===== src/sv/prsn_pkg.sv =====
package prsn_pkg;

  localparam logic [7:0] PROTO_TCP = 8'd6;
  localparam logic [7:0] PROTO_UDP = 8'd17;

  localparam logic CFG_TRIGGER_PORT  = 1'b0;
  localparam logic CFG_REDIRECT_ADDR = 1'b1;

  typedef enum logic [1:0] {
    VERDICT_PASS,
    VERDICT_FWD,
    VERDICT_REPLY
  } verdict_t;

  typedef enum logic [1:0] {
    ST_IDLE,
    ST_SEARCH,
    ST_OUT
  } state_t;

  // Lookup request that walks the session cells, one cell per cycle.
  typedef struct packed {
    logic        valid;
    logic        fwd;
    logic        hit;
    logic        stored;
    logic [47:0] key;
    logic [31:0] new_server;
    logic [31:0] server;
  } probe_t;

  // Incremental ones' complement update for a 32-bit field (RFC 1624, eqn. 3).
  function automatic logic [15:0] csum_adjust32(input logic [15:0] hc,
                                                input logic [31:0] old_v,
                                                input logic [31:0] new_v);
    logic [15:0] n_hc;
    logic [15:0] n_hi;
    logic [15:0] n_lo;
    logic [18:0] s;
    logic [16:0] f1;
    logic [16:0] f2;
    n_hc = ~hc;
    n_hi = ~old_v[31:16];
    n_lo = ~old_v[15:0];
    s  = 19'(n_hc) + 19'(n_hi) + 19'(n_lo) + 19'(new_v[31:16]) + 19'(new_v[15:0]);
    f1 = 17'(s[15:0]) + 17'(s[18:16]);
    f2 = 17'(f1[15:0]) + 17'(f1[16]);
    return ~f2[15:0];
  endfunction

  // A UDP checksum of zero means "none" and stays zero; a computed zero goes out as all ones.
  function automatic logic [15:0] l4_adjust(input logic [7:0] proto,
                                            input logic [15:0] hc,
                                            input logic [31:0] old_v,
                                            input logic [31:0] new_v);
    logic        udp;
    logic [15:0] r;
    udp = (proto == PROTO_UDP);
    r = csum_adjust32(hc, old_v, new_v);
    if (udp && hc == 16'h0000) begin
      r = 16'h0000;
    end else if (udp && r == 16'h0000) begin
      r = 16'hFFFF;
    end
    return r;
  endfunction

endpackage


===== src/sv/prsn_cell.sv =====
module prsn_cell
  import prsn_pkg::*;
(
  input  logic   clk,
  input  logic   rst,
  input  probe_t probe_in,
  output probe_t probe_out
);

  logic        entry_valid;
  logic [47:0] client_key;
  logic [31:0] server_addr;

  logic   match;
  logic   claim;
  probe_t probe_next;

  // Sessions are never removed, so valid cells form a prefix of the row. A new
  // key reaches the first empty cell only after every valid cell was checked.
  assign match = entry_valid && (client_key == probe_in.key);
  assign claim = probe_in.valid && !entry_valid && probe_in.fwd &&
                 !probe_in.hit && !probe_in.stored;

  always_comb begin
    probe_next        = probe_in;
    probe_next.hit    = probe_in.hit | match;
    probe_next.stored = probe_in.stored | claim;
    if (match && !probe_in.hit) begin
      probe_next.server = server_addr;
    end
  end

  always_ff @(posedge clk) begin
    if (rst) begin
      entry_valid     <= 1'b0;
      probe_out.valid <= 1'b0;
    end else begin
      probe_out <= probe_next;
      if (claim) begin
        entry_valid <= 1'b1;
      end
    end
  end

  always_ff @(posedge clk) begin
    if (claim) begin
      client_key  <= probe_in.key;
      server_addr <= probe_in.new_server;
    end
  end

endmodule


===== config.mk =====
export PLATFORM = sky130hd
export DESIGN_NAME = prsn_cell
export DESIGN_NICKNAME = d
export VERILOG_FILES = /design/src/sv/prsn_pkg.sv /design/src/sv/prsn_cell.sv
export SDC_FILE = /design/constraint.sdc
export NUM_CORES = 1
export LEC_CHECK = 0
export BUFFER_PORTS_ARGS = -buffer_cell sky130_fd_sc_hd__buf_4
export CORE_MARGIN = 4
export CORE_UTILIZATION = 54
export DETAILED_ROUTE_END_ITERATION = 16
export PLACE_DENSITY = 0.85
export SETUP_SLACK_MARGIN = 0.5
export SYNTH_ARGS = -nofsm -noshare
export SYNTH_HDL_FRONTEND = slang
export SYNTH_SLANG_ARGS = --single-unit

===== constraint.sdc =====
create_clock -name clk -period 9.7 [get_ports clk]
set_input_delay 0.97 -clock clk [delete_from_list [all_inputs] [get_ports clk]]
set_output_delay 0.97 -clock clk [all_outputs]
set_load 0.1 [all_outputs]

==> metrics.md, run 1 <==
| Metric | Value |
|---|---|
| Min-delay worst type | reg -> reg |
| Synth area leaders | edfxtp_1, mux2_4, xnor2_1 |
| WS Path Type | in -> reg |
| Xor/xnor share of the synthesized area | 0.0587 |
| Clock Tree Buf Depth | 2 |
| Syn Inst Count | 310 |
| DIE AREA | 14900 µm² |
| Largest family of logic cells by synthesized area | multiplexers |
| Reg2reg setup slack | 7.24 ns |
| Share of layout cells above drive strength 1 | 0.528 |
| Synth warn | 0 |
| Leakage | 0.00375 µW |
| Vias/cell | 5.05 |
| Fmax | 356 MHz |
| Clk root buf | clkbuf_16 |
| Final critical-path required period | 2.81 ns |
| Iteration-0 DRC Markers | 326 |
| Post-CTS Resized | 0 |
| Clock Skews | 0.00555 ns |
| Total Wirelength | 15.2 mm |
| Yosys top cell area share | 0.835 |
| First-pass GRT wire length | 22.1 mm |
| Num CTS Buffers | 17 |
| Area leader, netlist | edfxtp_1 |
| Port Buf Inserts | 233 |
| Simple-gate area share of the yosys netlist | 0.0248 |
| Crit path capture type | flop |
| CP startpoint kind | primary input |
| Yosys reg bits | 197 |
| IO Count | 234 |
| Overall routing resource usage | 0.207 |
| Final hold viol count | 0 |
| Vias in the first global route | 3899 |
| GRT overflow | 0 |
| Area Overhead vs Synth | 37.0% |
| Row count | 41 |
| Wire per inst | 20.4 µm |
| Worst rel slew slack | 0.232 |
| Total iterations of the first detailed-routing run | 4 |
| Via count | 3771 |
| CP arrival | 2.87 ns |
| Die Wd | 122 µm |
| Fin nets | 680 |
| Dpl hpwl | 11.1 mm |
| Hold_buf cts | 0 |
| Placed instance count | 715 |
| Post-synthesis sequential area ratio | 0.841 |
| Syn Area/Cell | 22.6 µm² |
| Largest net degree at the start of global routing | 67 |
| Status | finished, final reports clean |
| Clock-pin slew on the worst setup and hold paths | 0.06 ns |
| Final-layout fill cell count | 716 |
| Area of the mapped netlist | 7010 µm² |
| Post-CTS setup buffer count | 0 |
| Synth Net Count | 428 |
| CTS tree | yes |
| Max VDD drop | 139 µV |
| Post-Layout Cell Count | 746 |
| Max-capacitance violation count | 0 |
| Slew @ Worst Pin | 1.15 ns |
| Synth unique cells | 20 |
| Final setup violation count | 0 |
| RePlAce Congestion | 0.746 |
| Total core area | 12700 µm² |
| Depth of the CTS H-tree | 4 |
| Clock latency on the worst-skew pair | 0.42 ns |
| Final period utilization | 0.290 |
| Compound-Gate Fraction of Synth Area | 0.00232 |
| Max Fanout on Critical Path | 41 |
| Pre-CTS WS | 6.41 ns |
| Worst EP required | 9.76 ns |
| Antenna violations before repair | 0 |
| DRC violations left | 0 |
| Ant. Diodes | 0 |
| Post-synthesis adder-cell area fraction | 0 |
| Pins Over Slew Limit | 0 |
| Vert. Die Dim | 122 µm |
| Worst Slack Setup Final | 6.89 ns |
| Starting density of the core | 0.553 |
| Antenna Violating Nets Remaining | 0 |
| Fin Setup TNS | 0 ns |
| Mux share of post-synthesis cell area | 0.0675 |
| Clk sinks | 197 |
| Power Density | 227 nW/µm² |
| Unrepaired setup endpoints after global routing | false |
[metal layers]
layer,vias to the layer above,part of all wire,wire length [µm],GRT usage
met5,-,0,0,0
met4,0,0.023,357,0.0917
met3,23,0.087,1330,0.0682
met2,183,0.53,8050,0.357
met1,1845,0.36,5500,0.236
li1,1720,-,-,-
[path summary, 6_finish.rpt]
check	from	cells after the start	endpoint
hold reg to reg	entry_valid	2	entry_valid
hold / removal	entry_valid	2	entry_valid
setup reg to reg	entry_valid	4	server_addr[20]
setup / recovery	probe_in[113]	5	server_addr[20]
[Yosys cell counts]
library cell,n
nand2b_1,2
nand4_1,10
nor4_2,2
a41o_2,1
nor4_1,1
mux2_2,2
nor2_1,4
nor3_2,1
nand2_1,1
dfxtp_1,2
nor3_1,1
o21ai_0,1
nor2b_1,1
nand4_2,1
buf_6,3
mux2_4,30
edfxtp_1,195
inv_1,2
xnor2_1,47
nand3_1,3
[cell type report]
cell class / count / area [µm²] / area share
clock buffers: 18 / 429 / 0.0447
repair buffers: 236 / 1770 / 0.184
clock inverters: 13 / 204 / 0.0212
inverters: 2 / 10.0 / 0.00104
flip-flops and latches: 197 / 5900 / 0.614
multi-input cells: 108 / 1080 / 0.113
well taps: 172 / 215 / 0.0224
[flip-flops by register name (all words and copies together), names as in the netlist]
register	count
entry_valid	1
server_addr	32
probe_out	116
client_key	48
[report_power, final]
part | switching (µW) | leakage, µW | internal [µW]
registers | 14.4 | 0.00187 | 988
clock network | 288 | 0.000302 | 456
logic | 337 | 0.00158 | 95.6
[through the flow]
stage                      util  power (µW)  hold WS [ns]  cell area, µm²
after floorplan               -        1340         0.464            7010
after global placement    0.708        1450         0.502            8970
after detailed placement  0.708        1450         0.521            8970
after CTS                 0.758        2200         0.529            9610
after global routing      0.758        2250         0.551            9610
final                     0.758        2180         0.529            9610
[layout by cell type (no fill, tap or decap), types with 3 or more instances in the layout]
| cell | Yosys | routed |
|---|---|---|
| edfxtp_1 | 195 | 195 |
| xnor2_1 | 47 | 47 |
| inv_6 | 0 | 3 |
| nor2_1 | 4 | 3 |
| mux2_4 | 30 | 30 |
| clkbuf_16 | 0 | 17 |
| bufinv_16 | 0 | 5 |
| nand3_1 | 3 | 3 |
| buf_4 | 0 | 236 |
| nand4_1 | 10 | 10 |
[cell families (layout without fill, tap and decap cells)]
group,Yosys count,count (layout)
muxes,32,32
DFF,197,197
buffers and inverters,5,269
AOI/OAI and AO/OA,2,2
xor gates and xnor gates,47,47
and+or+nand+nor,27,27
[critical path, stage by stage]
cell     delay (ns)
buf_4          0.12
nor2_1         0.10
nand3_1        0.15
nor2_4         0.89
buf_4          0.61
No activity file was read; power rests on OpenSTA's default activity.
==> run 2: changes to the inputs <==
- CORE_UTILIZATION: 54 -> 50
- PLACE_DENSITY: 0.85 -> 0.79
- clock period: 9.7 -> 2.82 ns (I/O delays scaled with it)
==> run 2 against run 1 <==
Net effect:
- critical endpoint is now probe_out[12]
- largest power group unchanged
- routed wire length decreased by 9.5%
- critical path type is now reg -> reg
- flip-flop and latch count is the same
- register-to-register slack worse by 6.6 ns
- highest routed layer unchanged
- largest cell class unchanged
- worst setup slack worse by 6.2 ns
- first-iteration DRC count shrank 42%
==> metrics.md, run 2 (same netlist as run 1, synthesis figures left out) <==
| Metric | Value |
|---|---|
| Status | finished, final reports clean |
| Max Fanout on Critical Path | 32 |
| Crit path capture type | flop |
| Leakage | 0.00374 µW |
| Unrepaired setup endpoints after global routing | false |
| Total core area | 13800 µm² |
| Multi-input gate area | 1090 µm² |
| Clock-pin slew on the worst setup and hold paths | 0.07 ns |
| Starting density of the core | 0.507 |
| Setup crit start | client_key[9] |
| Area Overhead vs Synth | 36.7% |
| Vert. Die Dim | 126 µm |
| DIE AREA | 16000 µm² |
| Most frequent cells in the layout | buf_4, edfxtp_1, xnor2_1, mux2_4, clkbuf_16 |
| Max VDD drop | 474 µV |
| Worst setup path end | probe_out[12] |
| Cells on worst reg2reg path | 6 |
| Number of flip-flops in the largest register | 116 |
| Biggest register | probe_out |
| Crit-path slowest cell | nor4_4 |
| Fin nets | 681 |
| Power Density | 755 nW/µm² |
| Total iterations of the first detailed-routing run | 4 |
| Final critical-path required period | 2.16 ns |
| Depth of the CTS H-tree | 4 |
| Ant. Diodes | 0 |
| First-pass GRT wire length | 21.1 mm |
| Vias/cell | 4.85 |
| Clock Tree Buf Depth | 2 |
| Antenna Violating Nets Remaining | 0 |
| Final setup violation count | 0 |
| Iteration-0 DRC Markers | 188 |
| Worst rel slew slack | 0.550 |
| Slew @ Worst Pin | 0.675 ns |
| Wire per inst | 18.2 µm |
| Die Wd | 126 µm |
| Fin Setup TNS | 0 ns |
| Worst hold slack | 0.0404 ns |
| Final hold viol count | 0 |
| Clk sinks | 197 |
| Worst EP required | 2.99 ns |
| CP max stage delay | 0.41 ns |
| DRC violations left | 0 |
| Total Power | 7240 µW |
| Final-layout fill cell count | 914 |
| GRT overflow | 0 |
| Via count | 3668 |
| Reg2reg setup slack | 0.66 ns |
| Most common cell after layout, fill and taps aside | buf_4 |
| Antenna violations before repair | 0 |
| Pins Over Slew Limit | 0 |
| Clock latency on the worst-skew pair | 0.42 ns |
| Final instance area | 9590 µm² |
| Total Wirelength | 13.8 mm |
| Min-delay worst type | in -> reg |
| Share of layout cells above drive strength 1 | 0.528 |
| Max-capacitance violation count | 0 |
| FF/Latch Area | 5900 µm² |
| Port Buf Inserts | 233 |
| Dpl cell area | 9010 µm² |
| Pre-CTS WS | 0.417 ns |
| CP startpoint kind | flop |
| Fmax | 464 MHz |
| Cells along the critical path | xnor2_1 -> nand4_1 -> nor4_4 -> nand4_2 -> buf_6 -> mux2_4 |
| Row count | 43 |
| Reg2reg end | probe_out[12] |
| IO Count | 234 |
| Clk root buf | clkbuf_16 |
| Regs by FF count | probe_out: 116 flops, client_key: 48 flops, server_addr: 32 flops |
| Clock Skews | 0.00681 ns |
| Worst Slack Setup Final | 0.664 ns |
| Num CTS Buffers | 17 |
| Vias in the first global route | 3866 |
| Dpl hpwl | 9.85 mm |
| CP arrival | 2.33 ns |
| Final period utilization | 0.765 |
| CTS tree | yes |
| Largest net degree at the start of global routing | 98 |
| WS Path Type | reg -> reg |
| RePlAce Congestion | 0.768 |
| Overall routing resource usage | 0.174 |
| RR Startpoint | client_key[9] |
run 2: changes by cell type in the layout (fill, tap and decap cells not counted), moves of 2 or more:
cell,delta
bufinv_16,-3
clkinv_4,+3
clkbuf_1,+2
clkinvlp_4,+2
inv_6,-2
run 2: power by group:
group	total (µW)	switching, µW	internal (µW)
Sequential	3440	46.9	3400
Combinational	1480	1150	331
Clock	2320	1010	1310
Total	7240	2210	5030
run 2: critical path: cells and delay by family (launching register included):
family / cells / cell delay (ns)
mux: 1 / 0.35
buf+inv: 1 / 0.27
flops: 1 / 0.39
simple gates: 3 / 0.73
xor+xnor: 1 / 0.16
run 2: cell type report:
cell class | count | share of cell area
timing repair buffer | 237 | 0.187
tap | 180 | 0.0235
clock buffer | 20 | 0.0455
inverter | 2 | 0.00117
clock inverter | 12 | 0.0137
sequential | 197 | 0.615
multi-input combinational | 108 | 0.114
run 2: stage by stage:
stage          cells  utilization
6_report         756        0.693
4_1_cts          756        0.693
3_3_place_gp     724        0.651
3_5_place_dp     724        0.651
5_1_grt          756        0.693
2_1_floorplan    310            -
run 2: what timing repair did:
action / in CTS / in global routing
hold buffers: 0 / 0
buffers inserted: 0 / 0
setup endpoints to repair: 32 / 32
gates resized for setup: 1 / 1
pin swaps: 0 / 1
run 2: how the worst min path moves through the flow:
stage	startpoint	endpoint	slack, ns	cells past startpoint
floorplan	rst	probe_out[115]	0.35	1
global placement	probe_in[58]	server_addr[26]	0.47	1
detailed placement	probe_in[58]	server_addr[26]	0.47	1
CTS	probe_in[58]	probe_out[58]	0.02	1
global route	probe_in[58]	probe_out[58]	0.02	1
finish	probe_in[58]	probe_out[58]	0.04	1
run 2: routing by layer:
layer  up-vias  global-route usage  share of wire
met5         -                   0              0
met4         0              0.0707          0.022
met3        25              0.0703          0.092
li1       1717                   -              -
met1      1767               0.202           0.37
met2       159               0.290           0.52
==> run 3: changes to the inputs <==
- ABC_AREA: unset -> 1
- CORE_UTILIZATION: 50 -> 46
- PLACE_DENSITY: 0.79 -> 0.76
- clock period: 2.82 -> 1.9 ns (I/O delays scaled with it)
==> run 3 against run 2 <==
Net effect:
- critical endpoint is now probe_out[21]
- routed wire length increased by 48%
- sequential share of layout area decreased by 9.6 points
- count of clock-buffer cells in the layout decreased by 3
- clock skew increased by 0.0022 ns
- worst setup slack got worse by 0.62 ns
- total power increased by 53%
- clock power increased by 53%
- critical path depth increased by 5
- sequential power increased by 49%
- synthesized area increased by 5.3%
- hold slack got worse by 0.011 ns
==> metrics.md, run 3 <==
| Metric | Value |
|---|---|
| Clock Tree Buf Depth | 2 |
| Worst EP required | 2.08 ns |
| Crit path capture type | flop |
| Overall routing resource usage | 0.218 |
| CTS tree | yes |
| Final hold viol count | 0 |
| Port Buf Inserts | 233 |
| WS Path Type | reg -> reg |
| Pins Over Slew Limit | 0 |
| Vias/cell | 4.89 |
| Total iterations of the first detailed-routing run | 5 |
| Largest net degree at the start of global routing | 70 |
| Clock-pin slew on the worst setup and hold paths | 0.07 ns |
| Crit-path slowest cell | edfxtp_1 |
| Iteration-0 DRC Markers | 326 |
| Critical Path Most Common Cell | nor2_1 |
| CP startpoint kind | flop |
| Syn Area/Cell | 13.8 µm² |
| Post-synth ARST share | 0 |
| Ant. Diodes | 0 |
| Synth cell count leaders | edfxtp_1, nand2_1, inv_1, nor2_1, nand4_1 |
| Worst rel slew slack | 0.589 |
| Synth warn | 0 |
| Clk root buf | clkbuf_16 |
| Die Wd | 135 µm |
| Fmax | 537 MHz |
| DRC violations left | 0 |
| Clock Skews | 0.00901 ns |
| Number of flip-flops in the largest register | 116 |
| Biggest register | probe_out |
| Final core utilization | 0.719 |
| Yosys top cell area share | 0.793 |
| Most common cell after layout, fill and taps aside | buf_4 |
| Syn Inst Count | 535 |
| Max VDD drop | 663 µV |
| Min-delay worst type | in -> reg |
| Most frequent cells in the layout | buf_4, edfxtp_1, nand2_1, dlygate4sd3_1, inv_1 |
| Area Overhead vs Synth | 54.1% |
| Final period utilization | 0.979 |
| First-pass GRT wire length | 30.3 mm |
| Fin nets | 1007 |
| Wire per inst | 18.3 µm |
| Leakage | 0.00482 µW |
| Area leader, netlist | edfxtp_1 |
| Synth unique cells | 20 |
| Antenna Violating Nets Remaining | 0 |
| Post-synthesis sequential area ratio | 0.799 |
| DIE AREA | 18100 µm² |
| Total Wirelength | 20.5 mm |
| RePlAce Congestion | 0.782 |
| Antenna violations before repair | 0 |
| Total core area | 15800 µm² |
| Vert. Die Dim | 135 µm |
| Unrepaired setup endpoints after global routing | true |
| Share of layout cells above drive strength 1 | 0.361 |
| IO Count | 234 |
| GRT overflow | 0 |
| Num CTS Buffers | 17 |
| Clk sinks | 197 |
| Yosys reg bits | 197 |
| Power Density | 977 nW/µm² |
| Dpl hpwl | 12.4 mm |
| Cells along the critical path | nor2_1 -> nor2_1 -> nor2_1 -> nand2_1 -> nor2_1 -> nand2_1 -> nor2_4 -> buf_12 -> nand3_4 -> nand2_2 -> nand2_1 |
| CP bufs+invs | 1 |
| CP max stage delay | 0.40 ns |
| Synth area leaders | edfxtp_1, nand2_1, inv_1 |
| Max-capacitance violation count | 0 |
| Depth of the CTS H-tree | 4 |
| Total Power | 11100 µW |
| Final-layout fill cell count | 1021 |
| Vias in the first global route | 5722 |
| Clock latency on the worst-skew pair | 0.42 ns |
| Post-synth EDFFs | 195 |
| Main flop type after synthesis | edfxtp_1 |
| Final setup violation count | 0 |
| Slew @ Worst Pin | 0.616 ns |
| Starting density of the core | 0.466 |
| Worst path top cell family by delay | simple AND/OR/NAND/NOR gates |
| Regs by FF count | probe_out: 116 flops, client_key: 48 flops, server_addr: 32 flops |
| Final critical-path required period | 1.86 ns |
| Area of the mapped netlist | 7380 µm² |
| Row count | 46 |
| Synth Net Count | 653 |
| Status | finished, final reports clean |
| Via count | 5459 |
| Max Fanout on Critical Path | 8 |
| CP arrival | 2.04 ns |
| Most frequent cell after synthesis | edfxtp_1 |
run 3: cell count changes after synthesis, moves of 6 or more:
cell     change
nand2_1    +164
nand4_1     +22
nor2_1      +32
o21ai_1     +11
mux2_4      -30
inv_1       +58
xnor2_1     -41
buf_4        +6
run 3: report_power, final:
| group | internal (µW) | total [µW] | switching [µW] |
|---|---|---|---|
| Sequential | 5040 | 5110 | 75.9 |
| Clock | 1960 | 3560 | 1600 |
| Combinational | 611 | 2450 | 1840 |
run 3: final cells by class:
| cell class | count | area, µm² | area share |
|---|---|---|---|
| Timing Repair Buffer | 344 | 3100 | 0.272 |
| Tap cell | 216 | 270 | 0.0238 |
| Clock inverter | 14 | 151 | 0.0133 |
| Clock buffer | 17 | 425 | 0.0374 |
| Multi-Input combinational cell | 265 | 1290 | 0.113 |
| Sequential cell | 197 | 5900 | 0.519 |
| Inverter | 64 | 244 | 0.0214 |
run 3: path summary, 6_finish.rpt:
kind                                    start  cells past startpoint            end  slack (ns)
worst max-delay path            client_key[4]                     11  probe_out[21]        0.04
worst min-delay path             probe_in[12]                      3  probe_out[12]        0.03
worst max register to register  client_key[4]                     11  probe_out[21]        0.04
worst min register to register    entry_valid                      1    entry_valid        0.53
run 3: kinds of logic after synthesis:
group | share of synthesized area
simple gates | 0.137
flops | 0.799
buf+inv | 0.0447
xor+xnor | 0.00830
compound gates | 0.0117
run 3: through the flow:
stage               std cells  setup WS [ns]  TNS (ns)  area, µm²  hold WS, ns
floorplan                 535         -0.337    -57.46       7390        0.261
global placement          986        0.00113         0       9490        0.379
detailed placement        986         -0.113     -1.32       9490        0.379
CTS                      1107         0.0770         0      11000       0.0144
global route             1117         -0.115     -1.97      11400       0.0184
finish                   1117         0.0391         0      11400       0.0294
run 3: worst register-to-register path: stages, from the launching register on:
cell and delay [ns]:
edfxtp_1 0.40, nor2_1 0.12, nor2_1 0.05, nor2_1 0.11
nand2_1 0.07, nor2_1 0.12, nand2_1 0.10, nor2_4 0.11
buf_12 0.15, nand3_4 0.18, nand2_2 0.15, nand2_1 0.07
run 3: metal layers:
layer	part of all wire	routed length (µm)	track usage	up-vias
li1	-	-	-	2573
met1	0.37	7570	0.249	2612
met2	0.54	11000	0.396	236
met3	0.063	1290	0.0551	38
met4	0.027	547	0.0803	0
met5	0	0	0	-
run 3: timing repair:
item / 4_1_cts / 5_1_grt
endpoints found under the setup margin: 114 / 112
buffers inserted: 4 / 1
hold endpoints to repair: 162 / 0
hold buffers: 83 / 0
pin swaps: 9 / 18
cloned: 3 / 9
gates resized for setup: 7 / 40
